## src/rtl/core/gslf_pkg.sv

```systemverilog
// Shared types and constants of the golden-section line fit.
package gslf_pkg;

  localparam int unsigned SseW = 37;
  localparam logic signed [15:0] SlopeLimit = 16'sd12288;
  localparam logic [15:0] InvPhiQ16 = 16'd40504;
  localparam int unsigned MaxSteps = 16;
  localparam logic signed [15:0] BestCInit = 16'sd12288;
  localparam logic signed [15:0] BestDInit = 16'sd28672;
  localparam logic [SseW-1:0] SseMax = {SseW{1'b1}};

  localparam logic OP_LOAD  = 1'b0;
  localparam logic OP_TRIAL = 1'b1;

  // request to the error unit
  typedef struct packed {
    logic               start;
    logic signed [15:0] c;
    logic signed [15:0] d;
  } sse_req_t;

  typedef struct packed {
    logic            done;
    logic [SseW-1:0] sse;
  } sse_rsp_t;

endpackage

```

## src/rtl/core/gslf_sse.sv

```systemverilog
// Sum-of-squared-residuals unit over the sample memory, one sample a cycle.
module gslf_sse #(
  parameter int unsigned MAX_SAMPLES = 32,
  parameter int unsigned AW = 5,
  parameter int unsigned CW = 6
) (
  input  logic                  clk,
  input  logic                  rst_n,
  input  logic                  wr_en,
  input  logic [AW-1:0]         wr_addr,
  input  logic signed [15:0]    wr_x,
  input  logic signed [15:0]    wr_y,
  input  logic [CW-1:0]         count,
  input  gslf_pkg::sse_req_t    req,
  output gslf_pkg::sse_rsp_t    rsp
);

  logic signed [15:0] x_mem [MAX_SAMPLES];
  logic signed [15:0] y_mem [MAX_SAMPLES];
  logic signed [15:0] rd_x_r, rd_y_r;

  logic               busy_r, busy_nxt;
  logic [CW-1:0]      idx_r, idx_nxt;
  logic               v1_r, v1_nxt;   // read data valid
  logic               v2_r, v2_nxt;   // product valid
  logic               v3_r, v3_nxt;   // square valid
  logic signed [15:0] c_r, d_r;
  logic signed [15:0] y2_r;
  logic signed [31:0] prod_r;
  logic [31:0]        sq_r;
  logic [gslf_pkg::SseW-1:0] acc_r, acc_nxt;
  logic               done_r, done_nxt;

  logic signed [19:0] cx_q12;
  logic signed [19:0] resid;
  logic signed [15:0] resid_sat;
  logic [gslf_pkg::SseW:0] acc_sum;

  always_ff @(posedge clk) begin
    if (wr_en) begin
      x_mem[wr_addr] <= wr_x;
      y_mem[wr_addr] <= wr_y;
    end
    rd_x_r <= x_mem[idx_r[AW-1:0]];
    rd_y_r <= y_mem[idx_r[AW-1:0]];
  end

  assign cx_q12 = 20'(prod_r >>> 12);
  assign resid  = 20'(y2_r) - cx_q12 - 20'(d_r);
  always_comb begin
    if (resid > 20'sd32767) begin
      resid_sat = 16'sh7FFF;
    end else if (resid < -20'sd32768) begin
      resid_sat = 16'sh8000;
    end else begin
      resid_sat = resid[15:0];
    end
  end
  assign acc_sum = {1'b0, acc_r} + (gslf_pkg::SseW + 1)'(sq_r);

  always_comb begin
    busy_nxt = busy_r;
    idx_nxt  = idx_r;
    v1_nxt   = 1'b0;
    acc_nxt  = acc_r;
    done_nxt = 1'b0;
    if (req.start) begin
      busy_nxt = 1'b1;
      idx_nxt  = '0;
      acc_nxt  = '0;
    end else if (busy_r) begin
      if (idx_r < count && idx_r < CW'(MAX_SAMPLES)) begin
        v1_nxt  = 1'b1;
        idx_nxt = idx_r + 1'b1;
      end else if (!v1_r && !v2_r && !v3_r) begin
        busy_nxt = 1'b0;
        done_nxt = 1'b1;
      end
    end
    if (v3_r) begin
      acc_nxt = acc_sum[gslf_pkg::SseW] ? gslf_pkg::SseMax : acc_sum[gslf_pkg::SseW-1:0];
    end
    v2_nxt = v1_r;
    v3_nxt = v2_r;
  end

  always_ff @(posedge clk) begin
    if (!rst_n) begin
      busy_r <= 1'b0;
      idx_r  <= '0;
      v1_r   <= 1'b0;
      v2_r   <= 1'b0;
      v3_r   <= 1'b0;
      done_r <= 1'b0;
    end else begin
      busy_r <= busy_nxt;
      idx_r  <= idx_nxt;
      v1_r   <= v1_nxt;
      v2_r   <= v2_nxt;
      v3_r   <= v3_nxt;
      done_r <= done_nxt;
    end
  end

  always_ff @(posedge clk) begin
    if (req.start) begin
      c_r <= req.c;
      d_r <= req.d;
    end
    prod_r <= c_r * rd_x_r;
    y2_r   <= rd_y_r;
    sq_r   <= 32'(resid_sat * resid_sat);
    acc_r  <= acc_nxt;
  end

  assign rsp.done = done_r;
  assign rsp.sse  = acc_r;

endmodule

```

## src/rtl/core/golden_section_line_fit.sv

```systemverilog
// Top level of the golden-section line fit: sequencer, best-fit registers, stream ports.
//
// Input beats on the in_ channel are either loads (tuser bit 0 = 0) that write one
// (x, y) pair to the sample memory, or trials (tuser bit 0 = 1) carrying an offset d.
// tuser bit 1 is the restart flag: on a load it empties the store and resets the
// best fit to c = 3.0, d = 7.0 before writing. Loads give no result beat; each trial
// gives one out_ beat with the found slope, the best fit so far, its error and an
// improved flag.
// A trial runs up to 16 golden-section steps, each two error passes, plus the final
// pass and, when needed, a baseline pass. Every error pass walks the sample memory
// at one sample a cycle through a four-stage read/multiply/square/accumulate chain.
// A load leaves the sequencer idle and ready for the next beat.
// One item is handled at a time; in_tready is low while a trial runs or its result
// waits in the output register.
// After reset the store is empty and the best fit is (3.0, 7.0) with its error
// unknown. A stalled receiver holds the result beat and blocks new input.
module golden_section_line_fit #(
  parameter int unsigned MAX_SAMPLES = 32
) (
  input  logic        clk,
  input  logic        rst_n,
  input  logic        in_tvalid,
  output logic        in_tready,
  input  logic [47:0] in_tdata,   // sample_x[15:0], sample_y[31:16], offset_trial[47:32]
  input  logic [1:0]  in_tuser,   // operation[0], restart[1]
  output logic        out_tvalid,
  input  logic        out_tready,
  output logic [87:0] out_tdata,  // found_slope[14:0], best_slope[30:15], best_offset[46:31],
                                  // best_error[83:47], improved[84]
  output logic        out_tuser   // unused flag, held low
);

  localparam int unsigned AW = (MAX_SAMPLES > 1) ? $clog2(MAX_SAMPLES) : 1;
  localparam int unsigned CW = $clog2(MAX_SAMPLES + 1);

  localparam logic [2:0] S_IDLE  = 3'd0;
  localparam logic [2:0] S_E1    = 3'd1;
  localparam logic [2:0] S_E2    = 3'd2;
  localparam logic [2:0] S_FINAL = 3'd3;
  localparam logic [2:0] S_BASE  = 3'd4;
  localparam logic [2:0] S_OUT   = 3'd5;

  logic [2:0]         st_r, st_nxt;
  logic               issue_r, issue_nxt;
  logic [CW-1:0]      count_r, count_nxt;
  logic signed [15:0] best_c_r, best_c_nxt, best_d_r, best_d_nxt;
  logic [gslf_pkg::SseW-1:0] best_sse_r, best_sse_nxt, e1_r, e1_nxt, ef_r, ef_nxt;
  logic               known_r, known_nxt;
  logic signed [15:0] lo_r, lo_nxt, hi_r, hi_nxt, c1_r, c1_nxt, c2_r, c2_nxt, d_r, d_nxt;
  logic signed [14:0] found_r, found_nxt;
  logic [4:0]         step_r, step_nxt;
  logic               imp_r, imp_nxt;

  logic               wr_en;
  logic [AW-1:0]      wr_addr;
  gslf_pkg::sse_req_t req;
  gslf_pkg::sse_rsp_t rsp;

  logic               accept;
  logic               op;
  logic               rs;
  logic [CW-1:0]      cnt_base;
  logic signed [17:0] width;
  logic               keep_going;
  logic signed [17:0] cand_hi, cand_lo;
  logic signed [17:0] mid;
  logic [31:0]        step_prod;

  assign accept = in_tvalid && in_tready;
  assign op     = in_tuser[0];
  assign rs     = in_tuser[1];
  assign in_tready = (st_r == S_IDLE);
  assign cnt_base  = rs ? '0 : count_r;
  assign wr_en   = accept && (op == gslf_pkg::OP_LOAD) && (cnt_base < CW'(MAX_SAMPLES));
  assign wr_addr = cnt_base[AW-1:0];

  assign width      = 18'(hi_r) - 18'(lo_r);
  assign keep_going = (step_r < 5'(gslf_pkg::MaxSteps)) && ((width * 5) >= 18'sd4096);
  assign mid        = (18'(lo_r) + 18'(hi_r)) >>> 1;
  assign step_prod  = 32'(16'(2 * gslf_pkg::SlopeLimit)) * 32'(gslf_pkg::InvPhiQ16);

  function automatic logic signed [15:0] clampv(input logic signed [17:0] v,
                                                input logic signed [15:0] l,
                                                input logic signed [15:0] h);
    if (v < 18'(l)) begin
      return l;
    end else if (v > 18'(h)) begin
      return h;
    end
    return v[15:0];
  endfunction

  gslf_sse #(.MAX_SAMPLES(MAX_SAMPLES), .AW(AW), .CW(CW)) u_sse (
    .clk     (clk),
    .rst_n   (rst_n),
    .wr_en   (wr_en),
    .wr_addr (wr_addr),
    .wr_x    (in_tdata[15:0]),
    .wr_y    (in_tdata[31:16]),
    .count   (count_r),
    .req     (req),
    .rsp     (rsp)
  );

  always_comb begin
    st_nxt = st_r; issue_nxt = 1'b0; count_nxt = count_r;
    best_c_nxt = best_c_r; best_d_nxt = best_d_r; best_sse_nxt = best_sse_r;
    known_nxt = known_r; lo_nxt = lo_r; hi_nxt = hi_r; c1_nxt = c1_r; c2_nxt = c2_r;
    d_nxt = d_r; found_nxt = found_r; step_nxt = step_r; imp_nxt = imp_r;
    e1_nxt = e1_r; ef_nxt = ef_r;
    cand_hi = '0; cand_lo = '0;
    req.start = issue_r; req.c = c1_r; req.d = d_r;
    case (st_r)
      S_E1: req.c = c1_r;
      S_E2: req.c = c2_r;
      S_FINAL: req.c = 16'(mid);
      S_BASE: begin req.c = best_c_r; req.d = best_d_r; end
      default: req.c = c1_r;
    endcase
    case (st_r)
      S_IDLE: begin
        if (accept) begin
          if (op == gslf_pkg::OP_LOAD) begin
            if (rs) begin
              best_c_nxt = gslf_pkg::BestCInit;
              best_d_nxt = gslf_pkg::BestDInit;
              best_sse_nxt = '0;
            end
            count_nxt = (cnt_base < CW'(MAX_SAMPLES)) ? cnt_base + 1'b1 : cnt_base;
            known_nxt = 1'b0;
          end else begin
            d_nxt  = in_tdata[47:32];
            lo_nxt = -gslf_pkg::SlopeLimit;
            hi_nxt = gslf_pkg::SlopeLimit;
            c1_nxt = gslf_pkg::SlopeLimit - 16'(step_prod >> 16);
            c2_nxt = -gslf_pkg::SlopeLimit + 16'(step_prod >> 16);
            step_nxt = '0;
            st_nxt = S_E1; issue_nxt = 1'b1;
          end
        end
      end
      S_E1: begin
        if (issue_r) begin
          if (!keep_going) begin
            st_nxt = S_E2; step_nxt = 5'(gslf_pkg::MaxSteps);
          end
        end else if (rsp.done) begin
          e1_nxt = rsp.sse; st_nxt = S_E2; issue_nxt = 1'b1;
        end
        if (issue_r && !keep_going) begin
          found_nxt = 15'(mid); st_nxt = S_FINAL; issue_nxt = 1'b1;
        end
      end
      S_E2: begin
        if (rsp.done) begin
          if (e1_r > rsp.sse) begin
            lo_nxt = c1_r; c1_nxt = c2_r;
            cand_hi = 18'(hi_r) - (18'(c2_r) - 18'(c1_r));
            c2_nxt = clampv(cand_hi, c1_r, hi_r);
          end else begin
            hi_nxt = c2_r; c2_nxt = c1_r;
            cand_lo = 18'(lo_r) + (18'(c2_r) - 18'(c1_r));
            c1_nxt = clampv(cand_lo, lo_r, c2_r);
          end
          step_nxt = step_r + 1'b1;
          st_nxt = S_E1; issue_nxt = 1'b1;
        end
      end
      S_FINAL: begin
        if (!issue_r && rsp.done) begin
          ef_nxt = rsp.sse;
          if (known_r) begin
            imp_nxt = rsp.sse < best_sse_r;
            if (rsp.sse < best_sse_r) begin
              best_c_nxt = 16'(found_r); best_d_nxt = d_r; best_sse_nxt = rsp.sse;
            end
            known_nxt = 1'b1; st_nxt = S_OUT;
          end else begin
            st_nxt = S_BASE; issue_nxt = 1'b1;
          end
        end
      end
      S_BASE: begin
        if (!issue_r && rsp.done) begin
          imp_nxt = ef_r < rsp.sse;
          if (ef_r < rsp.sse) begin
            best_c_nxt = 16'(found_r); best_d_nxt = d_r; best_sse_nxt = ef_r;
          end else begin
            best_sse_nxt = rsp.sse;
          end
          known_nxt = 1'b1; st_nxt = S_OUT;
        end
      end
      S_OUT: begin
        if (out_tready) st_nxt = S_IDLE;
      end
      default: st_nxt = S_IDLE;
    endcase
  end

  always_ff @(posedge clk) begin
    if (!rst_n) begin
      st_r <= S_IDLE; issue_r <= 1'b0; count_r <= '0;
      best_c_r <= gslf_pkg::BestCInit; best_d_r <= gslf_pkg::BestDInit;
      best_sse_r <= '0; known_r <= 1'b0; step_r <= '0;
    end else begin
      st_r <= st_nxt; issue_r <= issue_nxt; count_r <= count_nxt;
      best_c_r <= best_c_nxt; best_d_r <= best_d_nxt;
      best_sse_r <= best_sse_nxt; known_r <= known_nxt; step_r <= step_nxt;
    end
  end

  always_ff @(posedge clk) begin
    lo_r <= lo_nxt; hi_r <= hi_nxt; c1_r <= c1_nxt; c2_r <= c2_nxt; d_r <= d_nxt;
    found_r <= found_nxt; imp_r <= imp_nxt; e1_r <= e1_nxt; ef_r <= ef_nxt;
  end

  assign out_tvalid = (st_r == S_OUT);
  assign out_tdata  = {3'b000, imp_r, best_sse_r, best_d_r, best_c_r, found_r};
  assign out_tuser  = 1'b0;

  a_count_max: assert property (@(posedge clk) disable iff (!rst_n)
    count_r <= CW'(MAX_SAMPLES)) else $error("sample count beyond store");
  a_no_in_busy: assert property (@(posedge clk) disable iff (!rst_n)
    (st_r != S_IDLE) |-> !in_tready) else $error("input taken while busy");
  a_known_out: assert property (@(posedge clk) disable iff (!rst_n)
    out_tvalid |-> known_r) else $error("result without known best error");
  a_slope_range: assert property (@(posedge clk) disable iff (!rst_n)
    out_tvalid |-> (found_r <= 15'sd12288 && found_r >= -15'sd12288))
    else $error("found slope out of range");

endmodule

```

## config.mk

```make
export PLATFORM = sky130hd
export DESIGN_NAME = golden_section_line_fit
export DESIGN_NICKNAME = d
export VERILOG_FILES = /design/src/rtl/core/gslf_pkg.sv /design/src/rtl/core/gslf_sse.sv /design/src/rtl/core/golden_section_line_fit.sv
export SDC_FILE = /design/constraint.sdc
export NUM_CORES = 2
export LEC_CHECK = 0
export BUFFER_PORTS_ARGS = -buffer_cell sky130_fd_sc_hd__clkbuf_2
export CAP_MARGIN = 20
export CELL_PAD_IN_SITES_DETAIL_PLACEMENT = 0
export CELL_PAD_IN_SITES_GLOBAL_PLACEMENT = 1
export CORE_MARGIN = 2
export CORE_UTILIZATION = 50
export DETAILED_ROUTE_END_ITERATION = 12
export GPL_TIMING_DRIVEN = 0
export PLACE_DENSITY_LB_ADDON = 0.1
export SYNTH_ARGS = -nofsm -noshare
export SYNTH_HDL_FRONTEND = slang
export SYNTH_HIERARCHICAL = 1
export SYNTH_SLANG_ARGS = --single-unit
```

## constraint.sdc

```tcl
create_clock -name clk -period 12.71 [get_ports clk]
set_input_delay 1.271 -clock clk [delete_from_list [all_inputs] [get_ports clk]]
set_output_delay 1.271 -clock clk [all_outputs]
set_load 0.005 [all_outputs]
```

==> results.md <==
* Setup_tns at 0 ns
* Most Frequent Cell on Critical Path: fa_1
* CTS Root Cell: clkbuf_16
* DIE WIDTH at 416 um
* Cells after Synth at 6399
* Max cap viols at 0
* Min Tclk post-route at 10.28 ns
* Commonest non-fill, non-tap cells in the layout: edfxtp_1 (1263), inv_1 (842), fa_1 (520), ha_1 (519), nand2_1 (477)
* H-tree Lvls at 4
* DRT Wirelength at 235 mm
* Vias at 53200
* Drt wl/cell at 25.8 um
* Crit Path Class: flop to flop
* WP buf/inv at 6
* Pre-antenna DRT Iters at 6
* Worst-margin pin slew at 1.19 ns
* Final count of pins violating max slew at 0
* Area Growth Syn to Fin at 11.9%
* Delay-heaviest family, CP: adder cells
* Post-CTS Hold Buffers at 0
* Layout cells sized above 1 at 13.9%
* Post-DRT Antenna Nets at 0
* Worst-path clk slew at 0.06 ns
* Global-route wire length before repair at 347 mm
* Vias in the first global route at 53900
* Crit-path slowest cell: a2111oi_0
* Initial drt markers at 4568
* Post-CTS Setup Repair Bufs at 0
* Number of flops mapped to enable cells by yosys at 1263
* Async set or reset register ratio after synthesis at 0%
* Synth Cell Area at 85100 um^2
* DP HPWL at 175 mm
* Synth Flop Type: edfxtp_1
* Yosys cell types at 107
* Rel. slew slack at 20.7%
* DRC violations left at 0
* CP required at 13.37 ns
* CP max stage delay at 0.62 ns
* Commonest non-fill, non-tap cell in the layout: edfxtp_1
* I/O Buffers at 139
* Die ar. at 173000 um^2
* Arrival time of the worst setup path at 10.94 ns
* TritonCTS clock tree: built
* Row Count at 151
* Post-CTS Resized at 0
* Nets at 7860
* Synth Register Bits at 1457
* Starting Density at 50.3%
* Core box area at 169000 um^2
* Via/cell ratio at 5.83
* Fin. Hold Viols at 0
* Remaining global-route overflow at 0
* Final Wtd Congestion at 0.902
* Sequential-to-total area share from yosys stat at 49.1%
* RSZ-0062 raised after global routing: false
* Hold Path Class: flop to flop
* Clock insertion delay at the later pin of the skew report at 0.83 ns
* Die span in y at 416 um
* Crit path max fanout at 10
* GRT Total Usage at 27.3%
* Max Root-Sink Buffers at 3
* Initial antenna violation count at 13
* Maximum number of pins on one net before global-route repair at 38
* Total CTS buffers at 156
* CP Capture Type: flop
* Achievable Freq at 97.3 MHz
* Syn Area/Cell at 13.3 um^2
* I/O pin count at 145
* Run status: completed
* Endpoints failing setup at 0
* CP startpoint kind: flop
* Yosys warns at 6
* CTS sink count at 1457
* Clock skew at 0.0435 ns
* Final Cycle Share at 80.9%
## cell usage after synthesis (all sizes together), types with 12 or more instances
cell	n	share of area, %
a221oi	16	0.17
and2	110	0.81
a21o	100	0.89
dfxtp	194	4.6
a211oi	99	0.90
inv	856	3.8
or2	12	0.088
mux4	320	8.5
o211ai	34	0.30
o21ai	193	1.2
nor2	339	1.5
mux2	33	0.44
buf	76	0.50
a211o	12	0.12
xnor2	132	1.4
nand4	33	0.24
nand2	479	2.1
fa	520	12
a311oi	13	0.14
xor2	56	0.58
or3	13	0.096
a21oi	253	1.6
nand2b	54	0.41
clkbuf	153	0.68
nor3	42	0.25
a22oi	37	0.33
nor2b	37	0.27
a2111oi	16	0.26
o21bai	24	0.21
mux2i	37	0.44
nand3	55	0.32
o21a	39	0.34
and3	24	0.18
edfxtp	1263	45
o31ai	14	0.15
a31oi	37	0.31
ha	519	7.6
## through the flow
step / instances / util [%] / hold slack (ns) / cell area (um^2) / setup slack [ns]
floorplan: 6402 / - / 0.310 / 85100 / 4.33
global placement: 8759 / 52.3 / 0.311 / 88600 / 2.40
detailed placement: 8817 / 53.1 / 0.314 / 90000 / 2.47
CTS: 9107 / 56.1 / 0.301 / 95000 / 2.39
global route: 9120 / 56.2 / 0.309 / 95200 / 1.85
finish: 9120 / 56.2 / 0.306 / 95200 / 2.43
## worst reg2reg max path, delay by kind of cell (launching register included)
family                     cells  cell delay, ns
buffers and inverters          6            0.70
adders and majority gates      9            4.32
AOI/OAI and AO/OA              9            2.54
DFF                            1            0.39
xor gates and xnor gates       2            0.52
and+or+nand+nor                7            1.68
## flip-flops by register name, summed over array words and instances, names as in the netlist, 20 cells and up
register,count
best_sse_r,37
e1_r,37
ef_r,37
u_sse/acc_r,37
u_sse/prod_r,20
u_sse/sq_r,31
u_sse/x_mem,512
u_sse/y_mem,512
## kinds of logic after synthesis
kind of cell,count (synthesis),share of synthesized area (%)
adder cells (fa/ha/maj),1039,19.9
buffers and inverters,1088,4.97
flip-flops,1457,49.1
other,1,0.00441
XOR/XNOR,188,1.96
AO/OA/AOI/OAI,990,7.93
multiplexers,390,9.34
AND/OR/NAND/NOR,1246,6.78
## per-layer routing
layer / part of all wire, % / track usage (%)
met4: 3.7 / 9.76
met2: 47 / 43.8
met1: 42 / 37.1
met5: 0.052 / 0
met3: 6.9 / 5.43
## worst paths after layout
check / startpoint / end / slack (ns) / cells after the start
max: u_sse/d_r[9]$_DFFE_PP_ / u_sse/sq_r[31]$_DFF_P_ / 2.43 / 33
min: u_sse/rd_y_r[11]$_DFF_P_ / u_sse/y2_r[11]$_DFF_P_ / 0.31 / 0
min reg2reg: u_sse/rd_y_r[11]$_DFF_P_ / u_sse/y2_r[11]$_DFF_P_ / 0.31 / 0
max reg2reg: u_sse/d_r[9]$_DFFE_PP_ / u_sse/sq_r[31]$_DFF_P_ / 2.43 / 33
## cell type report
class | instances | area [um^2]
clock buffer | 205 | 4200
multi-input combinational | 3857 | 39300
sequential | 1457 | 41800
fill | 13900 | 74100
buffer | 229 | 1000
tap | 2218 | 2780
inverter | 859 | 3230
clock inverter | 85 | 877
antenna | 3 | 7.51
timing repair buffer | 207 | 1970
Power is not shown: default switching activity piles up to over one toggle a cycle in this logic, so the estimate is an artifact.
